<file path="src/sv/gb3_pkg.sv">
// ----------------------------------------------------------------------------
// gb3_pkg: shared types and constants of the 3x3 blur stream
// Word layouts, configuration register indexes and datapath widths.
// ----------------------------------------------------------------------------
package gb3_pkg;

  localparam int PIX_W   = 8;
  localparam int COL_W   = 3 * PIX_W;   // one window column: upper, middle, lower
  localparam int WGT_W   = 16;          // unsigned Q0.16 weight
  localparam int CFG_W   = 16;          // widest configuration register
  localparam int CFG_IDX_W = 3;
  localparam int LW_W    = 13;          // line_width register
  localparam int VSUM_W  = 26;          // vertical sum of one column
  localparam int SIDE_W  = VSUM_W + 1;  // left plus right vertical sums
  localparam int PROD_E_W = WGT_W + SIDE_W;
  localparam int PROD_C_W = WGT_W + VSUM_W;
  localparam int TOTAL_W = PROD_E_W + 1;
  localparam int FRAC_SH = 32;          // Q0.16 times Q0.16

  localparam logic [CFG_IDX_W-1:0] CFG_LINE_WIDTH = 3'd0;
  localparam logic [CFG_IDX_W-1:0] CFG_X_CENTER   = 3'd1;
  localparam logic [CFG_IDX_W-1:0] CFG_X_EDGE     = 3'd2;
  localparam logic [CFG_IDX_W-1:0] CFG_Y_CENTER   = 3'd3;
  localparam logic [CFG_IDX_W-1:0] CFG_Y_EDGE     = 3'd4;

  localparam logic [LW_W-1:0]  LINE_WIDTH_RST = 13'd640;
  localparam logic [WGT_W-1:0] CENTER_WGT_RST = 16'd34210;
  localparam logic [WGT_W-1:0] EDGE_WGT_RST   = 16'd15663;

  typedef struct packed {
    logic [PIX_W-1:0] pixel_in;
    logic             stream_end;
  } in_word_t;

  typedef struct packed {
    logic [PIX_W-1:0] pixel_out;
    logic             line_last;
    logic             stream_done;
  } out_word_t;

  // Per-item decisions, taken when the word is accepted.
  typedef struct packed {
    logic stream_end;
    logic emit_pix;
    logic blur_ok;
    logic emit_last;
    logic last;
  } item_flags_t;

  // Up to two result words handed to the output queue in one cycle.
  typedef struct packed {
    logic [1:0] count;
    out_word_t  first;
    out_word_t  second;
  } out_push_t;

endpackage

</file>
<file path="src/sv/gb3_out_fifo.sv">
// ----------------------------------------------------------------------------
// gb3_out_fifo: two-word result queue
// Takes up to two words per cycle and releases one per handshake.
// ----------------------------------------------------------------------------
module gb3_out_fifo (
  input  logic                clk,
  input  logic                rst,
  input  gb3_pkg::out_push_t  push,
  output logic [1:0]          count,
  output logic                blur_valid,
  input  logic                blur_ready,
  output gb3_pkg::out_word_t  blur_word
);
  import gb3_pkg::*;

  out_word_t  ent0, ent1, ent0_next, ent1_next;
  logic [1:0] count_next;
  logic       pop;

  assign blur_valid = (count != 2'd0);
  assign blur_word  = ent0;
  assign pop        = blur_valid && blur_ready;

  always_comb begin
    ent0_next  = ent0;
    ent1_next  = ent1;
    count_next = count;
    if (pop) begin
      ent0_next  = ent1;
      count_next = count_next - 2'd1;
    end
    if (push.count != 2'd0) begin
      if (count_next == 2'd0) begin
        ent0_next = push.first;
      end else begin
        ent1_next = push.first;
      end
      count_next = count_next + 2'd1;
    end
    if (push.count == 2'd2) begin
      ent1_next  = push.second;
      count_next = count_next + 2'd1;
    end
  end

  always_ff @(posedge clk) begin
    if (rst) begin
      count <= 2'd0;
    end else begin
      count <= count_next;
    end
  end

  always_ff @(posedge clk) begin
    ent0 <= ent0_next;
    ent1 <= ent1_next;
  end

endmodule
</file>
<file path="config.mk">
export PLATFORM = sky130hd
export DESIGN_NAME = gb3_out_fifo
export DESIGN_NICKNAME = d
export VERILOG_FILES = /design/src/sv/gb3_pkg.sv /design/src/sv/gb3_out_fifo.sv
export SDC_FILE = /design/constraint.sdc
export NUM_CORES = 1
export LEC_CHECK = 0
export BUFFER_PORTS_ARGS = -buffer_cell sky130_fd_sc_hd__buf_2
export CAP_MARGIN = 20
export CELL_PAD_IN_SITES_DETAIL_PLACEMENT = 0
export CELL_PAD_IN_SITES_GLOBAL_PLACEMENT = 2
export CORE_MARGIN = 4
export CORE_UTILIZATION = 30
export CTS_CLUSTER_DIAMETER = 50
export DETAILED_ROUTE_END_ITERATION = 10
export PLACE_DENSITY_LB_ADDON = 0.1
export SETUP_SLACK_MARGIN = 0.3
export SLEW_MARGIN = 15
export SYNTH_ARGS = -nofsm -noshare
export SYNTH_HDL_FRONTEND = slang
export SYNTH_SLANG_ARGS = --single-unit
</file>
<file path="constraint.sdc">
create_clock -name clk -period 2.47 [get_ports clk]
set_input_delay 0.1235 -clock clk [delete_from_list [all_inputs] [get_ports clk]]
set_output_delay 0.1235 -clock clk [all_outputs]
set_load 0.005 [all_outputs]
</file>
# After elaboration in Yosys (flattened, before gate mapping)

Index checks and enable logic that the tools add are counted.

Register bits after elaboration: 22
Bits of input ports: 25

Add/subtract/negate cells: 3
Eq/ne operators: 2
Multiplexer cells: 9
Reductions and logical operators: 6

Operators with widths:

| kind                  | number |
|---|---|
| $mux W10              | 6 |
| $mux W2               | 3 |
| $reduce_bool A2 Y1    | 3 |
| $add A2 B1 Y2 const B | 2 |
| $eq A2 B2 Y1 const B  | 1 |
| $logic_not A2 Y1      | 1 |
| $ne A2 B1 Y1 const B  | 1 |
| $reduce_and A2 Y1     | 1 |
| $sub A2 B1 Y2 const B | 1 |
| $logic_and A1 B1 Y1   | 1 |

# Logic depth before layout (Yosys ltp)

Gate-level depths: netlist of run 1.

Depth in word-level cells: 7
Mapped depth: 10

# Worst setup path after synthesis of run 1

No wires, ideal clock.

Path kind: reg-to-reg
From: register count[0]
To: register ent1[0] (netlist bit), enable pin
Arrival time: 1,688 ps
Data required time: 2,090 ps
Path slack: 402 ps
Cell stages (with the launch flop): 7
Path buffers: 0
Clock period less this slack: 2,068 ps
Cells stage by stage: dfxtp_1 -> inv_2 -> ha_1 -> nand2b_4 -> xnor2_2 -> ha_1 -> a21oi_1

Longest elaborated chain between the ends: 6
Elaborated cells between the ends (all ways): 7
Classes of those cells: add/sub (1); eq/ne (1); mux (1); reduce/logical (4)

Ends and longest elaborated chain:

| what                                                  | RTL line           | source |
|---|---|---|
| start: declaration                                    | gb3_out_fifo.sv:9  | `output logic [1:0] count,` |
| start signal: assignment                              | gb3_out_fifo.sv:50 | `count <= count_next;` |
| branches (longest 2 deep; another with $sub A2 B1 Y2) | --                 |  |
| $mux W2 (*)                                           | gb3_out_fifo.sv:28 | `if (pop) begin` |
| $logic_not A2 Y1 (*)                                  | gb3_out_fifo.sv:33 | `if (count_next == 2'd0) begin` |
| $ne A2 B1 Y1 (no line) (*)                            | --                 |  |
| $reduce_and A2 Y1 (no line) (*)                       | --                 |  |
| end signal: assignment                                | gb3_out_fifo.sv:56 | `ent1 <= ent1_next;` |
| end: declaration                                      | gb3_out_fifo.sv:16 | `out_word_t ent0, ent1, ent0_next, ent1_next;` |

Mark *: on every way between the ends.
A chain may end at the register's enable or synchronous reset.

# Worst setup path after layout of run 1

From: register count[0]
To: register ent1[1] (netlist bit), enable pin

Same word-level chain as after synthesis.

==> results of run 1 <==
==> metrics by stage <==
stage	worst slack, ns	instance area, um^2	util, %	std cells
floorplan	0.402	1070	-	89
global route	0.418	1340	39.5	176
detailed placement	0.526	1310	38.7	172
finish	0.529	1340	39.5	176
global placement	0.570	1310	38.7	172
CTS	0.509	1340	39.5	176
==> state kept, by name (all words and copies together) (netlist names) <==
register and flops:
blur_word 10, ent1 10, count 2
==> area by class of cell <==
class	instances	area, um^2
Clock inverter	1	3.75
Fill cell	351	2050
Sequential cell	22	541
Timing Repair Buffer	41	215
Clock buffer	3	22.5
Tap cell	46	57.6
Inverter	3	11.3
Multi-Input combinational cell	60	487
==> per-layer routing <==
metal / share of wire, % / vias up / GRT usage [%]
li1: - / 398 / -
met1: 46 / 345 / 12.5
met2: 47 / 20 / 16.2
met3: 5.5 / 2 / 3.83
met4: 0.88 / 0 / 3.04
met5: 0 / - / 0
==> synth_stat cells <==
| cell | instances | share of area, % |
|---|---|---|
| nor3b_1 | 1 | 0.70 |
| a21oi_2 | 1 | 0.82 |
| nand2b_4 | 1 | 1.3 |
| mux2i_1 | 11 | 10 |
| nand2_1 | 3 | 1.1 |
| o21ai_1 | 1 | 0.47 |
| inv_2 | 1 | 0.35 |
| a21oi_1 | 12 | 5.6 |
| nor2b_2 | 1 | 0.82 |
| xnor2_2 | 1 | 1.5 |
| nor2_1 | 13 | 4.6 |
| mux2_4 | 10 | 14 |
| buf_2 | 1 | 0.47 |
| or3_1 | 1 | 0.59 |
| clkbuf_1 | 1 | 0.35 |
| dfxtp_1 | 12 | 22 |
| buf_6 | 2 | 2.1 |
| edfxtp_1 | 10 | 28 |
| o221ai_1 | 1 | 0.82 |
| or2_1 | 1 | 0.59 |
| ha_1 | 2 | 2.3 |
| inv_1 | 2 | 0.70 |
==> placed cells by master (no fill, tap or decap) <==
master     n
a21oi_1   12
a21oi_2    1
buf_2     37
buf_4      4
clkbuf_4   3
clkinv_1   1
dfxtp_1   12
edfxtp_1  10
ha_1       2
inv_1      2
inv_2      1
mux2_4    10
mux2i_1   11
nand2_1    3
nand2b_4   1
nor2_1    13
nor2b_2    1
nor3b_1    1
o21ai_1    1
o221ai_1   1
or2_1      1
or3_1      1
xnor2_2    1
==> power breakdown <==
| part | total, mW | switching [mW] | internal, mW | leakage [nW] |
|---|---|---|---|---|
| registers | 0.580 | 0.0545 | 0.525 | 0.200 |
| logic | 0.551 | 0.275 | 0.276 | 0.435 |
| clock network | 0.164 | 0.105 | 0.0589 | 0.0154 |
| total | 1.29 | 0.434 | 0.860 | 0.650 |
==> cell families (layout without fill, tap and decap cells) <==
group	Yosys count	in the layout	share of synthesized area, %
AOI/OAI and AO/OA	15	15	7.72
muxes	21	21	24.3
and+or+nand+nor	21	21	9.59
xor gates and xnor gates	1	1	1.52
DFF	22	22	50.5
buffers and inverters	7	48	3.98
adders and majority gates	2	2	2.34
==> how the worst max path moves through the flow <==
stage	from	to	slack, ns	cells after the start
floorplan	count[0]	ent1[0]	0.40	6
global placement	count[0]	ent1[0]	0.57	7
detailed placement	count[0]	ent1[2]	0.53	7
CTS	count[0]	ent1[1]	0.51	7
global route	count[0]	count[1]	0.42	9
finish	count[0]	ent1[1]	0.53	7
==> results by group, run 1 <==
Status
  • Status: finished, final reports clean

Critical path
  • Critical-path cell list: inv_2 -> ha_1 -> nand2b_4 -> xnor2_2 -> ha_1 -> a21oi_1 -> buf_4
  • CP Data Required Time: 2.49 ns
  • Register-to-register path setup slack: 0.53 ns
  • CP Max Fanout: 13
  • Worst path bufs/invs: 2
  • R2r startpoint: count[0]
  • Setup Crit Path Kind: reg2reg
  • CP max stage cell: dfxtp_1
  • Startpoint Class: flop
  • Worst R2R End: ent1[1]
  • Critical path arrival: 1.96 ns
  • CP dominant cell by count: ha_1
  • Crit end category: flop
  • Worst reg2reg path depth: 7
  • CP max stage delay: 0.36 ns
  • Crit path max-delay family: adder cells

Clock tree
  • Hold_buf cts: 0
  • Clock Path Buffers: 2
  • Clk slew on worst S/H paths: 0.12 ns
  • CTS sink cnt: 22
  • Clk_lat worst skew: 0.30 ns
  • Setup Buffers After CTS: 0
  • Root buffer cell: clkbuf_4
  • CTS tree: done
  • CTS H-tree depth: 1
  • Post-cts gate resize count: 0
  • Num CTS Buffers: 3

Floorplan
  • Total I/O pin count: 38
  • Die Y: between 60 and 70 um
  • Row count: 21
  • Total core area: ~3400 um^2
  • Total die area: between 4000 and 5000 um^2
  • Chip Width: 67.7 um
  • Initial Utilization: a little under a third

Power
  • P_leak: 0.650 nW
  • Total power: ~1.3 mW
  • Peak supply drop: approximately 0.3 mV
  • Pwr dens: 968 nW/um^2

Routing
  • Pre-antenna DRT Iters: 4
  • ANT nets after route: 0
  • DR WL/cell: 12.3 um
  • WL final: 2170 um
  • Drt drc: 0
  • Vias: 765
  • DR iter-0 viols: 18
  • Vias/cell: 4.35

Logic synthesis
  • Mapped Area: 1070 um^2
  • Post-synth cell types: 22
  • Seq/Total Area, Yosys: ~50%
  • Syn nets: 116
  • Yosys reg bits: 22
  • Post-synthesis cell count: 89
  • Post-Syn Area per Cell: ~12 um^2
  • Ys Warns: 0

STA
  • Layout Skew: 0.000773 ns
  • Slew headroom: 78.4%
  • Final hold vios: 0
  • Setup violators final: 0
  • Fmax: 515 MHz
  • Period utilization: 78.6%
  • RSZ-0062 raised after global routing: false
  • Slew @ Worst Pin: 0.322 ns
  • Min Tclk post-route: 1.94 ns
  • Hold WS: 0.0215 ns
  • Final TNS setup: 0 ns
  • Fin. max-slew vios: 0

Placement
  • DP HPWL: between 1500 and 2000 um
  • IO Port Bufs: 37
  • GPL Wtd Cong: 0.686

Global routing
  • Vias in the first global route: 705
  • First-pass GRT wire length: 3370 um
  • GRT overflow: 0
  • Tot GR Track Use: approximately a tenth
  • Initial antenna violation count: 0
  • Largest net degree at the start of global routing: 14

Cells and area
  • Inserted Diodes: 0
  • Nets: around 160
  • Share of post-route cells with drive strength above 1: 45.4%
  • Area growth from synthesis to layout: 25.0%

Hold path
  • Hold path endpoint: count[0]
  • Worst hold stages: 2
  • Hold crit path type: in2reg
  • Worst min-delay path startpoint: rst

Flow run
  • Max_cap viols: 0
Power figures use the tool's default switching activity.
==> inputs of run 2 (changes only) <==
==> constraint.sdc (replaced) <==
create_clock -name clk -period 1.9 [get_ports clk]
set_input_delay 0.095 -clock clk [delete_from_list [all_inputs] [get_ports clk]]
set_output_delay 0.095 -clock clk [all_outputs]
set_load 0.005 [all_outputs]
==> results by group, run 2 (same netlist as run 1, synthesis figures left out) <==
Status
  • Status: finished, final reports clean

STA
  • Fmax: 602 MHz
  • Layout Skew: 0.0129 ns
  • Period utilization: between 80% and 90%
  • Final TNS setup: 0 ns
  • Setup WS post-layout: between 0.2 and 0.25 ns
  • RSZ-0062 raised after global routing: true
  • Slew headroom: 76.3%
  • Min Tclk post-route: 1.66 ns
  • Setup violators final: 0
  • Hold WS: 0.0315 ns
  • Slew @ Worst Pin: 0.355 ns
  • Final hold vios: 0
  • Fin. max-slew vios: 0

Critical path
  • Register-to-register path setup slack: 0.24 ns
  • Startpoint Class: flop
  • CP Data Required Time: about 1.9 ns
  • Setup Crit Path Kind: reg2reg
  • Critical path arrival: 1.70 ns
  • CP Max Fanout: 5
  • Crit end category: flop

Routing
  • DR WL/cell: 13.2 um
  • Vias: 841
  • Drt drc: 0
  • WL final: 2460 um
  • ANT nets after route: 0
  • Pre-antenna DRT Iters: 2
  • Vias/cell: between 4 and 5
  • DR iter-0 viols: 5

Floorplan
  • Total die area: 4590 um^2
  • Initial Utilization: 31.6%
  • Total core area: around 3400 um^2
  • Chip Width: 67.7 um
  • Row count: 21
  • Total I/O pin count: 38
  • Die Y: 67.7 um

Global routing
  • GRT met2 Usage: 18.6%
  • GR Layer Usage met1: 13.1%
  • GRT overflow: 0
  • Vias in the first global route: 831
  • Gr busiest metal: met2
  • Largest net degree at the start of global routing: 14
  • Initial antenna violation count: 0
  • First-pass GRT wire length: ~3600 um
  • Met3 track demand over resource: about 2.7%
  • Tot GR Track Use: 10.7%

Cells and area
  • Register Area: around 540 um^2
  • Inserted Diodes: 0
  • Nets: roughly 170
  • Most frequent cells in the layout: 37 x buf_2, 11 x mux2i_1
  • Commonest non-fill, non-tap cell in the layout: buf_2
  • Area growth from synthesis to layout: 51.3%
  • Fin util: between 40% and 50%
  • Area of the multi-input gates: 637 um^2
  • Share of post-route cells with drive strength above 1: 65.2%
  • FILL cells: 322
  • Post-Layout Inst Area: 1620 um^2

Clock tree
  • Num CTS Buffers: 3
  • Clock Path Buffers: 2
  • Clk slew on worst S/H paths: about 0.13 ns
  • CTS H-tree depth: 1
  • Root buffer cell: clkbuf_4
  • CTS sink cnt: 22
  • Clk_lat worst skew: 0.31 ns
  • CTS tree: done

Placement
  • GPL Wtd Cong: 0.727
  • IO Port Bufs: 37
  • Pre-CTS setup slack: 0.0929 ns
  • Area after DPL: 1370 um^2
  • DP HPWL: 1770 um

Hold path
  • Hold crit path type: in2reg

Flow run
  • Max_cap viols: 0

Power
  • P_leak: ~0.74 nW
  • Peak supply drop: just under 0.5 mV
  • Pwr dens: 1390 nW/um^2
==> run 2: changes by cell type in the layout (fill, tap and decap cells not counted), moves of 4 or more <==
cell     change
a21oi_1      -4
buf_4        +6
buf_6        +4
nor2_1      -10
nor2_4       +8
==> run 2: cell type report <==
| class | count | share of cell area, % |
|---|---|---|
| Timing Repair Buffer | 52 | 19.5 |
| Clock buffer | 3 | 1.39 |
| Tap cell | 46 | 3.55 |
| Multi-Input combinational cell | 60 | 39.3 |
| Inverter | 3 | 0.850 |
| Clock inverter | 1 | 1.85 |
| Sequential cell | 22 | 33.5 |
==> run 2: worst paths after layout <==
kind,start,endpoint,depth (start not counted)
setup / recovery,count[0],ent1[3],7
hold / removal,push[17],blur_word[7],3
setup reg to reg,count[0],ent1[3],7
hold reg to reg,ent1[9],blur_word[9],2
==> run 2: where the power goes <==
| part | total, mW | internal (mW) | switching, mW |
|---|---|---|---|
| registers | 0.760 | 0.686 | 0.0743 |
| logic | 1.13 | 0.598 | 0.534 |
| clock network | 0.359 | 0.213 | 0.146 |
| total | 2.25 | 1.50 | 0.754 |
==> run 2: critical path, cell delays in order (launching register included) <==
cell      delay (ns)
dfxtp_2         0.37
inv_4           0.04
ha_4            0.14
nand2b_4        0.19
xnor2_4         0.17
ha_4            0.18
a21oi_4         0.15
buf_6           0.14
==> run 2: what timing repair did <==
action | CTS | global route
resized for setup | 6 | 26
endpoints found under the hold margin | 1 | 0
hold buffers | 1 | 0
buffers inserted | 7 | 1
pin swaps | 5 | 4
endpoints found under the setup margin | 21 | 21
cloned | 0 | 2
==> run 2: metrics by stage <==
| stage | total power [mW] | cells |
|---|---|---|
| floorplan | 1.32 | 89 |
| global placement | 1.60 | 172 |
| detailed placement | 1.60 | 172 |
| CTS | 2.09 | 184 |
| global route | 2.41 | 187 |
| finish | 2.25 | 187 |
==> run 2: metal layers <==
metal	vias to the layer above	wire (um)
li1	418	-
met1	400	1060
met2	21	1260
met3	2	135
met4	0	11
met5	-	0
