<file path="src/sv/gb3_pkg.sv">
// ----------------------------------------------------------------------------
// gb3_pkg: shared types and constants of the 3x3 blur stream
// Word layouts, configuration register indexes and datapath widths.
// ----------------------------------------------------------------------------
package gb3_pkg;

  localparam int PIX_W   = 8;
  localparam int COL_W   = 3 * PIX_W;   // one window column: upper, middle, lower
  localparam int WGT_W   = 16;          // unsigned Q0.16 weight
  localparam int CFG_W   = 16;          // widest configuration register
  localparam int CFG_IDX_W = 3;
  localparam int LW_W    = 13;          // line_width register
  localparam int VSUM_W  = 26;          // vertical sum of one column
  localparam int SIDE_W  = VSUM_W + 1;  // left plus right vertical sums
  localparam int PROD_E_W = WGT_W + SIDE_W;
  localparam int PROD_C_W = WGT_W + VSUM_W;
  localparam int TOTAL_W = PROD_E_W + 1;
  localparam int FRAC_SH = 32;          // Q0.16 times Q0.16

  localparam logic [CFG_IDX_W-1:0] CFG_LINE_WIDTH = 3'd0;
  localparam logic [CFG_IDX_W-1:0] CFG_X_CENTER   = 3'd1;
  localparam logic [CFG_IDX_W-1:0] CFG_X_EDGE     = 3'd2;
  localparam logic [CFG_IDX_W-1:0] CFG_Y_CENTER   = 3'd3;
  localparam logic [CFG_IDX_W-1:0] CFG_Y_EDGE     = 3'd4;

  localparam logic [LW_W-1:0]  LINE_WIDTH_RST = 13'd640;
  localparam logic [WGT_W-1:0] CENTER_WGT_RST = 16'd34210;
  localparam logic [WGT_W-1:0] EDGE_WGT_RST   = 16'd15663;

  typedef struct packed {
    logic [PIX_W-1:0] pixel_in;
    logic             stream_end;
  } in_word_t;

  typedef struct packed {
    logic [PIX_W-1:0] pixel_out;
    logic             line_last;
    logic             stream_done;
  } out_word_t;

  // Per-item decisions, taken when the word is accepted.
  typedef struct packed {
    logic stream_end;
    logic emit_pix;
    logic blur_ok;
    logic emit_last;
    logic last;
  } item_flags_t;

  // Up to two result words handed to the output queue in one cycle.
  typedef struct packed {
    logic [1:0] count;
    out_word_t  first;
    out_word_t  second;
  } out_push_t;

endpackage

</file>
<file path="src/sv/gb3_cell.sv">
// ----------------------------------------------------------------------------
// gb3_cell: one column cell of the 3x3 window
// Holds a window column, hands it to the next cell and forms its weighted
// vertical sum with the current vertical weights.
// ----------------------------------------------------------------------------
module gb3_cell (
  input  logic                        clk,
  input  logic                        rst,
  input  logic                        shift,
  input  logic                        calc,
  input  logic [gb3_pkg::COL_W-1:0]   col_in,
  input  logic [gb3_pkg::WGT_W-1:0]   y_edge,
  input  logic [gb3_pkg::WGT_W-1:0]   y_center,
  output logic [gb3_pkg::COL_W-1:0]   col,
  output logic [gb3_pkg::VSUM_W-1:0]  vsum
);
  import gb3_pkg::*;

  logic [PIX_W:0]                edge_sum;
  logic [WGT_W+PIX_W:0]          prod_e;
  logic [WGT_W+PIX_W-1:0]        prod_c;
  logic [VSUM_W-1:0]             vsum_next;

  assign edge_sum  = {1'b0, col[COL_W-1 -: PIX_W]} + {1'b0, col[PIX_W-1:0]};
  assign prod_e    = {{(PIX_W+1){1'b0}}, y_edge} * {{WGT_W{1'b0}}, edge_sum};
  assign prod_c    = {{PIX_W{1'b0}}, y_center} * {{WGT_W{1'b0}}, col[2*PIX_W-1 -: PIX_W]};
  assign vsum_next = {1'b0, prod_e} + {2'b0, prod_c};

  always_ff @(posedge clk) begin
    if (rst) begin
      col <= '0;
    end else if (shift) begin
      col <= col_in;
    end
  end

  always_ff @(posedge clk) begin
    if (calc) begin
      vsum <= vsum_next;
    end
  end

endmodule

</file>
<file path="config.mk">
export PLATFORM = sky130hd
export DESIGN_NAME = gb3_cell
export DESIGN_NICKNAME = d
export VERILOG_FILES = /design/src/sv/gb3_pkg.sv /design/src/sv/gb3_cell.sv
export SDC_FILE = /design/constraint.sdc
export NUM_CORES = 1
export LEC_CHECK = 0
export ABC_CLOCK_PERIOD_IN_PS = 8050
export BUFFER_PORTS_ARGS = -buffer_cell sky130_fd_sc_hd__buf_2
export CORE_MARGIN = 2
export CORE_UTILIZATION = 50
export DETAILED_ROUTE_END_ITERATION = 8
export PLACE_DENSITY = 0.7
export RECOVER_POWER = 100
export SYNTH_ARGS = -nofsm -noshare
export SYNTH_HDL_FRONTEND = slang
export SYNTH_SLANG_ARGS = --single-unit
export TNS_END_PERCENT = 5
</file>
<file path="constraint.sdc">
create_clock -name clk -period 8.05 [get_ports clk]
set_input_delay 0.4025 -clock clk [delete_from_list [all_inputs] [get_ports clk]]
set_output_delay 0.4025 -clock clk [all_outputs]
set_load 0.01 [all_outputs]
</file>
# [Yosys cells after proc, flatten, opt, wreduce, memory -nomap -nowiden]
# Cells that the tools add are included.
[op_classes] addsub=2 mul=2
[ops] op="$add A25 B24 Y26" count=1
[ops] op="$mul A16 B9 Y25" count=1
[ops] op="$mul A16 B8 Y24" count=1
[ops] op="$add A8 B8 Y9" count=1
[totals] in_bits=60 regBits=50 output_inout_bits=50 elab_cells=6

# [Logic depth before layout (Yosys ltp)]
# Gate-level depths: netlist of run 1.
[logic_depth] ltp_word=3 ltp_mapped=31 mapped_depth_nobuf=30

# [Least setup slack after synthesis of run 1]
# OpenSTA, ideal clock, no wires.
[synth_timing] path_type="register -> register" start="register col[0] (netlist bit)" end="register vsum[22] (netlist bit) (data pin)" path_slack_ns=1.056 path_stages_with_launch=31 setup_ns=0.260 n_path_buf=2 period_less_slack_ns=6.994 t_required_ns=7.790 t_arrival_ns=6.734 path_cell_list="dfxtp_1 ha_1 inv_1 fa_1 nor2b_1 o21ai_0 nand2b_1 a21o_1 a21oi_1 o21ai_0 buf_2 nand2_1 fa_1 inv_1 fa_1 inv_1 fa_1 inv_1 fa_1 fa_1 inv_1 fa_1 inv_1 ha_1 buf_2 nand4_1 or2_1 o221a_4 o21ai_0 o211ai_1 xnor2_1"
[synth_via] elab_chain_len=3
[synth_rtl] element="from (decl)" line="gb3_cell.sv:14" source="output logic [gb3_pkg::COL_W-1:0] col,"
[synth_rtl] element="from (signal assigned)" line="gb3_cell.sv:33" source="col <= col_in;"
[synth_rtl] element="$add A8 B8 Y9" line="gb3_cell.sv:24" source="assign edge_sum = {1'b0, col[COL_W-1 -: PIX_W]} + {1'b0, col[PIX_W-1:0]};"
[synth_rtl] element="$mul A16 B9 Y25" line="gb3_cell.sv:25" source="assign prod_e = {{(PIX_W+1){1'b0}}, y_edge} * {{WGT_W{1'b0}}, edge_sum};"
[synth_rtl] element="$add A25 B24 Y26" line="gb3_cell.sv:27" source="assign vsum_next = {1'b0, prod_e} + {2'b0, prod_c};"
[synth_rtl] element="via vsum_next[22]" line="gb3_cell.sv:22" source="logic [VSUM_W-1:0] vsum_next;"
[synth_rtl] element="to (signal assigned)" line="gb3_cell.sv:39" source="vsum <= vsum_next;"
[synth_rtl] element="to (decl)" line="gb3_cell.sv:15" source="output logic [gb3_pkg::VSUM_W-1:0] vsum"
# The timed path passes the listed nets, and every way through them passes these cells.
# A chain may end at the register's enable or synchronous reset.

# [Worst setup path in the final report of run 1]
[layout_timing] start="register col[0] (netlist bit)" end="register vsum[23] (netlist bit) (data pin)"
# Same word-level chain as after synthesis.

==> results of run 1 <==
[cell usage after synthesis (2+ instances only)]
library cell | number | area [sq um]
nand3_1 | 2 | 10.01
clkbuf_1 | 21 | 78.83
nand4_1 | 6 | 37.54
a21oi_1 | 26 | 130.1
nand4b_1 | 2 | 17.52
ha_1 | 88 | 1101
or2_2 | 2 | 12.51
xor2_1 | 11 | 96.34
a21boi_0 | 2 | 15.01
o21ai_0 | 11 | 55.05
a211oi_1 | 5 | 37.54
nor2_1 | 34 | 127.6
a31oi_1 | 4 | 25.02
inv_1 | 285 | 1070
nand2b_1 | 15 | 93.84
a21o_1 | 9 | 67.56
and2_1 | 134 | 838.3
nor2b_1 | 8 | 50.05
fa_1 | 225 | 4504
o21a_1 | 2 | 15.01
xnor2_1 | 14 | 122.6
buf_1 | 2 | 7.510
o21bai_1 | 3 | 22.52
dfxtp_1 | 24 | 480.5
nor3_1 | 3 | 15.01
buf_2 | 6 | 30.03
mux2i_1 | 24 | 240.2
nand2_1 | 137 | 514.2
edfxtp_1 | 26 | 780.8
[critical path: cells and delay by family (launching register included)]
| kind | cells | cell delay, ns |
|---|---|---|
| adders and majority gates | 9 | 3.96 |
| buffers and inverters | 5 | 0.87 |
| and+or+nand+nor | 8 | 1.22 |
| DFF | 1 | 0.35 |
| AOI/OAI and AO/OA | 3 | 0.60 |
| xor gates and xnor gates | 1 | 0.15 |
[kinds of logic (layout without fill, tap and decap cells)]
kind of cell | Yosys count | after routing
adder cells (fa/ha/maj) | 313 | 313
AND/OR/NAND/NOR | 350 | 350
multiplexers | 24 | 24
AO/OA/AOI/OAI | 72 | 72
XOR/XNOR | 25 | 25
buffers and inverters | 314 | 408
flip-flops | 50 | 50
[sequential cells by signal, summed over array words and instances, names as in the netlist]
register and count:
col 24, vsum 26
[power groups by stage]
| stage | sequential, mW | combinational, mW | clock [mW] |
|---|---|---|---|
| finish | 0.519 | 3.38 | 0.205 |
| global route | 0.527 | 3.88 | 0.218 |
| CTS | 0.518 | 3.47 | 0.211 |
| detailed placement | 0.523 | 3.45 | 0 |
| global placement | 0.524 | 3.37 | 0 |
| floorplan | 0.548 | 2.66 | 0 |
[path summary, 6_finish.rpt]
| kind | slack [ns] | cells past startpoint | to | start |
|---|---|---|---|---|
| max | 0.71 | 26 | vsum[23] | col[0] |
| min | 0.34 | 3 | col[21] | col_in[21] |
| max reg2reg | 0.71 | 26 | vsum[23] | col[0] |
| min reg2reg | 0.54 | 2 | col[19] | col[19] |
[per-layer routing]
layer / vias to the layer above / routed length [um]
met4: 0 / 597
met3: 43 / 871
met1: 3997 / 8816
met2: 188 / 12620
met5: - / 0
li1: 3587 / -
[final cells by class]
| class | instances | area, sq um | share of cell area [%] |
|---|---|---|---|
| clock buffer | 5 | 125.1 | 1.074 |
| clock inverter | 3 | 11.26 | 0.09668 |
| inverter | 285 | 1070 | 9.185 |
| multi-input combinational | 784 | 8314 | 71.38 |
| sequential | 50 | 1261 | 10.83 |
| tap | 275 | 344.1 | 2.954 |
| timing repair buffer | 115 | 521.8 | 4.480 |
[per-stage QoR]
step	utilization, %	total power, mW	std cells	instance area, sq um	worst slack (ns)
detailed placement	55.01	3.973	1509	11600	0.9242
global route	55.23	4.621	1517	11650	0.2127
CTS	55.65	4.199	1517	11740	0.8761
floorplan	-	3.212	1148	10770	1.056
finish	55.23	4.107	1517	11650	0.7115
global placement	55.01	3.896	1509	11600	1.048
==> reports/results.tsv, run 1 <==
stage	metric	value	unit
status	outcome	complete, but fails checks	
status	failing checks	max-capacitance violations, max-slew violations	
floorplanning	Core Box Area	0.02109	sq mm
sta	min cycle time layout	7.339	ns
power	sequential share of power	12.6	%
logic_synthesis	Post-Syn Area	0.01077	sq mm
critical_path	WP data required	8.18	ns
cells_and_area	filler instances	1989	
cells_and_area	Antenna Cells	0	
detailed_routing	routed vias	7815	
clocking	Root Driver	clkbuf_16	
floorplanning	Ports	110	
clocking	TritonCTS buffer count	5	
logic_synthesis	Mean Syn Cell Area	9.385	sq um
placed_design	IO buf count	109	
critical_path	Setup CP Type	register to register	
logic_synthesis	mux cell area share after synthesis	2.230	%
detailed_routing	DRC violations left	0	
worst_hold_path	Hold Path Class	input port to register	
critical_path	CP Launch Type	register	
logic_synthesis	yosys warns	0	
clocking	post-CTS setup buffers	0	
global_routing	largest net degree at the start of global routing	27	
logic_synthesis	top_reg_cell synth	edfxtp_1	
clocking	H-tree levels	2	
critical_path	Max stage delay on crit path	0.67	ns
sta	Slew Limit Headroom	-13.82	%
job	Max-Cap Viols	1	
logic_synthesis	synthesized instance count	1148	
power	Power Internal	1.994	mW
critical_path	CP most frequent cell	fa_1	
floorplanning	die span in x	150.8	um
sta	final period utilization	91.16	%
power	switching power share of the total	51.44	%
sta	WHS	0.3403	ns
detailed_routing	Initial DRC Count	302	
critical_path	Crit Path Max Fanout	16	
clocking	clock latency on the worst-skew pair	0.30	ns
clocking	hold_buf cts	0	
sta	final setup fails	0	
clocking	CTS clk-pin slew, worst paths	0.06	ns
sta	Hold Violations, Final	0	
power	P per Cell Area	352.6	mW/mm^2
global_routing	GR Overflow Total	0	
logic_synthesis	Compound-Gate Fraction of Synth Area	4.552	%
logic_synthesis	Distinct cells, synth	46	
global_routing	total track usage	21.60	%
logic_synthesis	XOR/XNOR Fraction of Synth Area	2.032	%
critical_path	CP Data Arrival Time	7.46	ns
global_routing	busiest grt layer	met2	
detailed_routing	antenna-violating nets left	0	
power	clock share of power	5.0	%
power	worst vdd ir	0.3889	mV
logic_synthesis	area share of fa/ha/maj cells after synthesis	52.03	%
logic_synthesis	largest family of logic cells by synthesized area	adder cells	
cells_and_area	Area growth, synth to finish	8.106	%
power	Gate power share	82.4	%
floorplanning	Die H	150.8	um
global_routing	initial antenna violation count	0	
cells_and_area	nets@finish	1614	
sta	FMAX	0.1363	GHz
global_routing	GR Util met3	2.259	%
logic_synthesis	synthesized flop and latch total	50	
global_routing	met2 usage	39.98	%
critical_path	crit path capture type	register	
cells_and_area	commonest non-fill, non-tap cell in the layout	inv_1	
floorplanning	site row count	53	
global_routing	met1 Use GR	26.51	%
sta	Final Slew Violations	25	
critical_path	Critical-path top delay cell	clkbuf_1	
sta	Slew @ Worst Pin	1.707	ns
logic_synthesis	sequential share of the synthesized area	11.71	%
clocking	TritonCTS sink count	50	
clocking	CTS tree	yes	
power	NetSw	2.113	mW
power	Leak	5.828	nW
detailed_routing	vias per std cell	5.152	
detailed_routing	Routed WL	22910	um
clocking	Post-CTS Resized	0	
global_routing	vias in the first global route	8180	
floorplanning	Initial Utilization	51.09	%
logic_synthesis	number of synthesized flops with an enable pin	26	
logic_synthesis	simple logic cell fraction of the synthesized area	16.44	%
sta	unrepaired setup endpoints after global routing	false	
logic_synthesis	Mapped Nets	1521	
global_routing	first-pass GRT wire length	38500	um
logic_synthesis	async set or reset register ratio after synthesis	0	%
placed_design	hpwl dp	19510	um
cells_and_area	highest-count cells in the layout ignoring fill and taps	inv_1 (285), fa_1 (225), nand2_1 (137)	
floorplanning	die area	0.02274	sq mm
detailed_routing	Initial DRT Pass Iterations	5	
sta	clock skew	0.003276	ns
cells_and_area	layout cells sized above 1	6.200	%
placed_design	Routability Congestion	0.8182	
clocking	clock buffer depth	2	
sta	setup TNS	0	ns
detailed_routing	Routed wire per std cell	15.10	um
Power figures use the tool's default switching activity.
==> inputs of run 2 (changes only) <==
--- a/config.mk
+++ b/config.mk
@@ -10,7 +10,7 @@
 export CORE_MARGIN = 2
 export CORE_UTILIZATION = 50
 export DETAILED_ROUTE_END_ITERATION = 8
-export PLACE_DENSITY = 0.7
+export PLACE_DENSITY = 0.71
 export RECOVER_POWER = 100
 export SYNTH_ARGS = -nofsm -noshare
 export SYNTH_HDL_FRONTEND = slang
==> constraint.sdc (replaced) <==
create_clock -name clk -period 8.05 [get_ports clk]
set_input_delay 0.4025 -clock clk [delete_from_list [all_inputs] [get_ports clk]]
set_output_delay 0.4025 -clock clk [all_outputs]
set_load 0.02 [all_outputs]
==> reports/results.tsv, run 2 (synthesis gave the netlist of run 1 again) <==
stage	metric	value	unit
cells_and_area	Top reg by flops	vsum	
worst_hold_path	hold path start	col_in[11]	
worst_hold_path	Hold Path End	col[11]	
critical_path	Critical R2R Launch	col[0]	
cells_and_area	Antenna Cells	0	
placed_design	IO buf count	109	
job	Max-Cap Viols	1	
critical_path	Setup CP Type	register to register	
power	P per Cell Area	355.9	mW/mm^2
floorplanning	Ports	110	
cells_and_area	largest registers	vsum x26, col x24	
status	failing checks	max-capacitance violations, max-slew violations	
cells_and_area	max reg flops	26	
detailed_routing	antenna-violating nets left	0	
global_routing	total track usage	21.19	%
cells_and_area	commonest non-fill, non-tap cell in the layout	inv_1	
cells_and_area	Area growth, synth to finish	8.315	%
power	worst vdd ir	0.4178	mV
critical_path	CP Data Arrival Time	7.53	ns
critical_path	WP data required	8.11	ns
detailed_routing	routed vias	7808	
clocking	hold_buf cts	0	
detailed_routing	Initial DRT Pass Iterations	5	
floorplanning	die area	0.02274	sq mm
detailed_routing	vias per std cell	5.144	
critical_path	cells on worst reg2reg path	25	
global_routing	initial antenna violation count	0	
sta	final period utilization	92.87	%
sta	setup TNS	0	ns
floorplanning	die span in x	150.8	um
power	Power Internal	2.014	mW
critical_path	r2r endpoint	vsum[25]	
critical_path	Crit Path Max Fanout	16	
global_routing	first-pass GRT wire length	37940	um
sta	Hold Violations, Final	0	
sta	unrepaired setup endpoints after global routing	false	
floorplanning	Initial Utilization	51.09	%
sta	Final Slew Violations	25	
power	clock share of power	6.1	%
power	Gate power share	81.4	%
clocking	Post-CTS Resized	0	
worst_hold_path	Hold Path Class	input port to register	
cells_and_area	filler instances	2018	
power	switching power share of the total	51.51	%
clocking	Root Driver	clkbuf_16	
power	sequential share of power	12.5	%
global_routing	GR Overflow Total	0	
floorplanning	Die H	150.8	um
critical_path	crit path capture type	register	
sta	min cycle time layout	7.476	ns
cells_and_area	nets@finish	1615	
placed_design	hpwl dp	19440	um
detailed_routing	Routed wire per std cell	14.95	um
detailed_routing	Initial DRC Count	296	
detailed_routing	DRC violations left	0	
sta	Slew @ Worst Pin	1.704	ns
status	outcome	complete, but fails checks	
global_routing	largest net degree at the start of global routing	27	
clocking	TritonCTS buffer count	5	
clocking	CTS clk-pin slew, worst paths	0.07	ns
clocking	H-tree levels	2	
critical_path	r2r setup slk	0.57	ns
placed_design	Routability Congestion	0.8460	
clocking	CTS tree	yes	
floorplanning	site row count	53	
worst_hold_path	Worst Hold Depth	3	
sta	FMAX	0.1338	GHz
sta	Slew Limit Headroom	-13.58	%
detailed_routing	Routed WL	22690	um
critical_path	CP startpoint	col[0]	
global_routing	vias in the first global route	8127	
sta	final setup fails	0	
critical_path	CP Launch Type	register	
clocking	TritonCTS sink count	50	
sta	clock skew	0.008844	ns
cells_and_area	Layout Utilization	55.34	%
power	Leak	5.841	nW
cells_and_area	layout cells sized above 1	6.114	%
power	NetSw	2.139	mW
cells_and_area	highest-count cells in the layout ignoring fill and taps	inv_1 (285), fa_1 (225), nand2_1 (138)	
clocking	clock buffer depth	2	
clocking	clock latency on the worst-skew pair	0.30	ns
floorplanning	Core Box Area	0.02109	sq mm
clocking	post-CTS setup buffers	0	
## run 2: layer usage
layer	wire [um]	global-route usage (%)
met5	0	0
met4	821	8.364
met3	755	2.078
met2	12200	38.32
met1	8916	26.13
## run 2: through the flow
step                      hold slack (ns)  worst slack [ns]  power [mW]  cell area, sq um  instances
after global routing               0.3439            0.2329       4.685             11670       1518
after floorplan                    0.4749            0.9665       3.261             10770       1148
after CTS                          0.3329            0.8407       4.295             11770       1518
final                              0.3357            0.5743       4.153             11670       1518
after global placement             0.4975             1.068       3.931             11600       1510
after detailed placement           0.5222            0.8986       4.017             11600       1510
## run 2: worst max path at each step
stage | cells past startpoint | slack (ns) | endpoint
2_1_floorplan | 30 | 0.97 | vsum[22]
3_5_place_dp | 30 | 0.90 | vsum[23]
3_3_place_gp | 30 | 1.07 | vsum[23]
4_1_cts | 30 | 0.84 | vsum[23]
6_report | 25 | 0.57 | vsum[25]
5_1_grt | 25 | 0.23 | vsum[25]
## run 2: cell type report
class	instances	area (sq um)	share of cell area [%]
clock buffer	7	142.6	1.222
clock inverter	1	30.03	0.2573
multi-input combinational	784	8293	71.06
tap	275	344.1	2.948
timing repair buffer	116	529.3	4.535
sequential	50	1261	10.81
inverter	285	1070	9.167
## run 2: power groups by stage
stage | logic (mW) | clock network, mW | registers (mW)
2_1_floorplan | 2.66 | 0 | 0.598
3_3_place_gp | 3.41 | 0 | 0.523
3_5_place_dp | 3.49 | 0 | 0.523
4_1_cts | 3.52 | 0.258 | 0.517
5_1_grt | 3.89 | 0.270 | 0.526
6_report | 3.38 | 0.253 | 0.518
## run 2: worst max-delay path, cell delays in order, from the launching register on
cell and delay [ns]:
dfxtp_1 0.35, ha_1 0.17, inv_1 0.05, fa_1 0.40
nor2b_1 0.14, o21ai_0 0.09, nand2b_1 0.12, xor2_1 0.15
clkbuf_1 0.65, nand2_1 0.16, fa_1 0.50, fa_1 0.52
fa_1 0.51, inv_1 0.05, fa_1 0.50, fa_1 0.50
inv_1 0.05, fa_1 0.47, inv_1 0.04, ha_1 0.33
a21oi_1 0.31, o22ai_1 0.13, nor3_1 0.41, a21oi_1 0.24
a221oi_2 0.30, xnor2_1 0.09
==> inputs of run 3 (changes only) <==
--- a/config.mk
+++ b/config.mk
@@ -10,7 +10,7 @@
 export CORE_MARGIN = 2
 export CORE_UTILIZATION = 50
 export DETAILED_ROUTE_END_ITERATION = 8
-export PLACE_DENSITY = 0.71
+export PLACE_DENSITY = 0.69
 export RECOVER_POWER = 100
 export SYNTH_ARGS = -nofsm -noshare
 export SYNTH_HDL_FRONTEND = slang
==> reports/results.tsv, run 3 (synthesis gave the netlist of run 1 again) <==
stage	metric	value	unit
detailed_routing	Initial DRT Pass Iterations	4	
sta	FMAX	0.1357	GHz
sta	Final Slew Violations	42	
clocking	H-tree levels	2	
cells_and_area	commonest non-fill, non-tap cell in the layout	inv_1	
cells_and_area	Top reg by flops	vsum	
floorplanning	die span in x	150.8	um
clocking	hold_buf cts	0	
global_routing	GR Overflow Total	0	
cells_and_area	Area growth, synth to finish	8.199	%
power	Leak	5.843	nW
critical_path	CP Launch Type	register	
worst_hold_path	Hold Path End	col[11]	
detailed_routing	vias per std cell	5.113	
job	Max-Cap Viols	2	
sta	Slew @ Worst Pin	1.684	ns
placed_design	IO buf count	109	
floorplanning	Core Box Area	0.02109	sq mm
sta	final period utilization	91.56	%
detailed_routing	routed vias	7756	
clocking	clock buffer depth	2	
status	failing checks	max-capacitance violations, max-slew violations	
critical_path	Max stage delay on crit path	1.16	ns
cells_and_area	layout cells sized above 1	6.039	%
clocking	TritonCTS buffer count	5	
placed_design	Routability Congestion	0.8187	
critical_path	CP most frequent cell	fa_1	
floorplanning	site row count	53	
detailed_routing	DRC violations left	0	
floorplanning	die area	0.02274	sq mm
sta	clock skew	0.009867	ns
sta	unrepaired setup endpoints after global routing	false	
cells_and_area	Antenna Cells	0	
critical_path	r2r endpoint	vsum[24]	
placed_design	hpwl dp	19550	um
worst_hold_path	Hold Path Class	input port to register	
critical_path	Crit Path Max Fanout	16	
global_routing	initial antenna violation count	0	
floorplanning	Die H	150.8	um
critical_path	crit path capture type	register	
status	outcome	complete, but fails checks	
worst_hold_path	Worst Hold Depth	3	
global_routing	total track usage	21.14	%
cells_and_area	Non-Filler Instances	1517	
placed_design	Placed Instances	1509	
power	P per Cell Area	358.5	mW/mm^2
power	NetSw	2.157	mW
detailed_routing	Routed WL	22660	um
detailed_routing	Initial DRC Count	287	
critical_path	Setup CP Type	register to register	
critical_path	WP data required	8.10	ns
detailed_routing	antenna-violating nets left	0	
cells_and_area	max reg flops	26	
clocking	Post-CTS Resized	0	
critical_path	CP startpoint	col[17]	
sta	Hold Violations, Final	0	
clocking	post-CTS setup buffers	0	
cells_and_area	largest registers	vsum x26, col x24	
global_routing	vias in the first global route	8013	
power	switching power share of the total	51.62	%
floorplanning	Initial Utilization	51.09	%
clocking	CTS clk-pin slew, worst paths	0.06	ns
global_routing	first-pass GRT wire length	37650	um
clocking	clock latency on the worst-skew pair	0.30	ns
cells_and_area	Multi-input gate area	0.008294	sq mm
power	clock share of power	5.7	%
clocking	CTS tree	yes	
cells_and_area	highest-count cells in the layout ignoring fill and taps	inv_1 (287), fa_1 (225), nand2_1 (138)	
critical_path	Critical R2R Launch	col[17]	
critical_path	CP Data Arrival Time	7.42	ns
power	Gate power share	81.9	%
power	Power Internal	2.022	mW
sta	Slew Limit Headroom	-12.29	%
cells_and_area	filler instances	1959	
clocking	TritonCTS sink count	50	
worst_hold_path	hold path start	col_in[11]	
power	worst vdd ir	0.3843	mV
cells_and_area	nets@finish	1614	
critical_path	CP cell instances	ha_1 > a21o_1 > a21oi_1 > xnor2_1 > nand2_1 > fa_1 > fa_1 > fa_1 > inv_1 > fa_1 > fa_1 > inv_1 > fa_1 > inv_1 > ha_1 > a21oi_1 > o21ai_0 > a21oi_1 > o221a_4 > nand2_1 > a311oi_1 > xnor2_1	
clocking	Root Driver	clkbuf_16	
sta	setup TNS	0	ns
critical_path	cells on worst reg2reg path	22	
critical_path	Critical-path top delay cell	xnor2_1	
sta	min cycle time layout	7.370	ns
critical_path	r2r setup slk	0.68	ns
floorplanning	Ports	110	
sta	final setup fails	0	
cells_and_area	register cell area after layout	0.001261	sq mm
global_routing	largest net degree at the start of global routing	27	
detailed_routing	Routed wire per std cell	14.94	um
power	sequential share of power	12.4	%
==> run 3: cell type report <==
type,instances,area share (%)
clock buffers,5,1.073
clock inverters,3,0.3220
inverters,285,9.177
multi-input cells,784,71.15
flip-flops and latches,50,10.82
well taps,275,2.952
repair buffers,115,4.508
==> run 3: per-stage QoR <==
step / cell area [sq um] / util, % / hold slack [ns] / setup slack [ns] / power [mW]
finish: 11660 / 55.28 / 0.3326 / 0.6797 / 4.179
global route: 11660 / 55.28 / 0.3382 / 0.2229 / 4.687
CTS: 11760 / 55.78 / 0.3275 / 0.8178 / 4.279
detailed placement: 11600 / 55.01 / 0.5189 / 0.8638 / 4.016
global placement: 11600 / 55.01 / 0.4991 / 1.048 / 3.950
floorplan: 10770 / - / 0.4749 / 0.9665 / 3.261
==> run 3: worst max-delay path, delay by kind of cell (launching register included) <==
kind	cells	cell delay, ns
xor+xnor	2	1.26
buf+inv	3	0.15
flops	1	0.34
compound gates	7	1.34
simple gates	2	0.31
fa+ha+maj	8	3.70
==> run 3: routing by layer <==
layer  share of wire [%]  vias up  global-route usage [%]
met4                 2.2        0                   6.636
met1                  39     3972                   25.75
li1                    -     3584                       -
met5                   0        -                       0
met2                  55      166                   39.52
met3                 3.9       34                   1.958
==> run 3: worst max path at each step <==
| stage | endpoint | slack [ns] | cells past startpoint |
|---|---|---|---|
| global placement | vsum[23] | 1.05 | 30 |
| finish | vsum[24] | 0.68 | 22 |
| global route | vsum[24] | 0.22 | 22 |
| CTS | vsum[23] | 0.82 | 30 |
| floorplan | vsum[22] | 0.97 | 30 |
| detailed placement | vsum[23] | 0.86 | 30 |
==> run 3: power by group through the flow <==
stage | registers (mW) | clock network (mW) | logic [mW]
2_1_floorplan | 0.598 | 0 | 2.66
3_3_place_gp | 0.523 | 0 | 3.43
3_5_place_dp | 0.522 | 0 | 3.49
4_1_cts | 0.516 | 0.246 | 3.52
5_1_grt | 0.525 | 0.255 | 3.91
6_report | 0.518 | 0.237 | 3.42
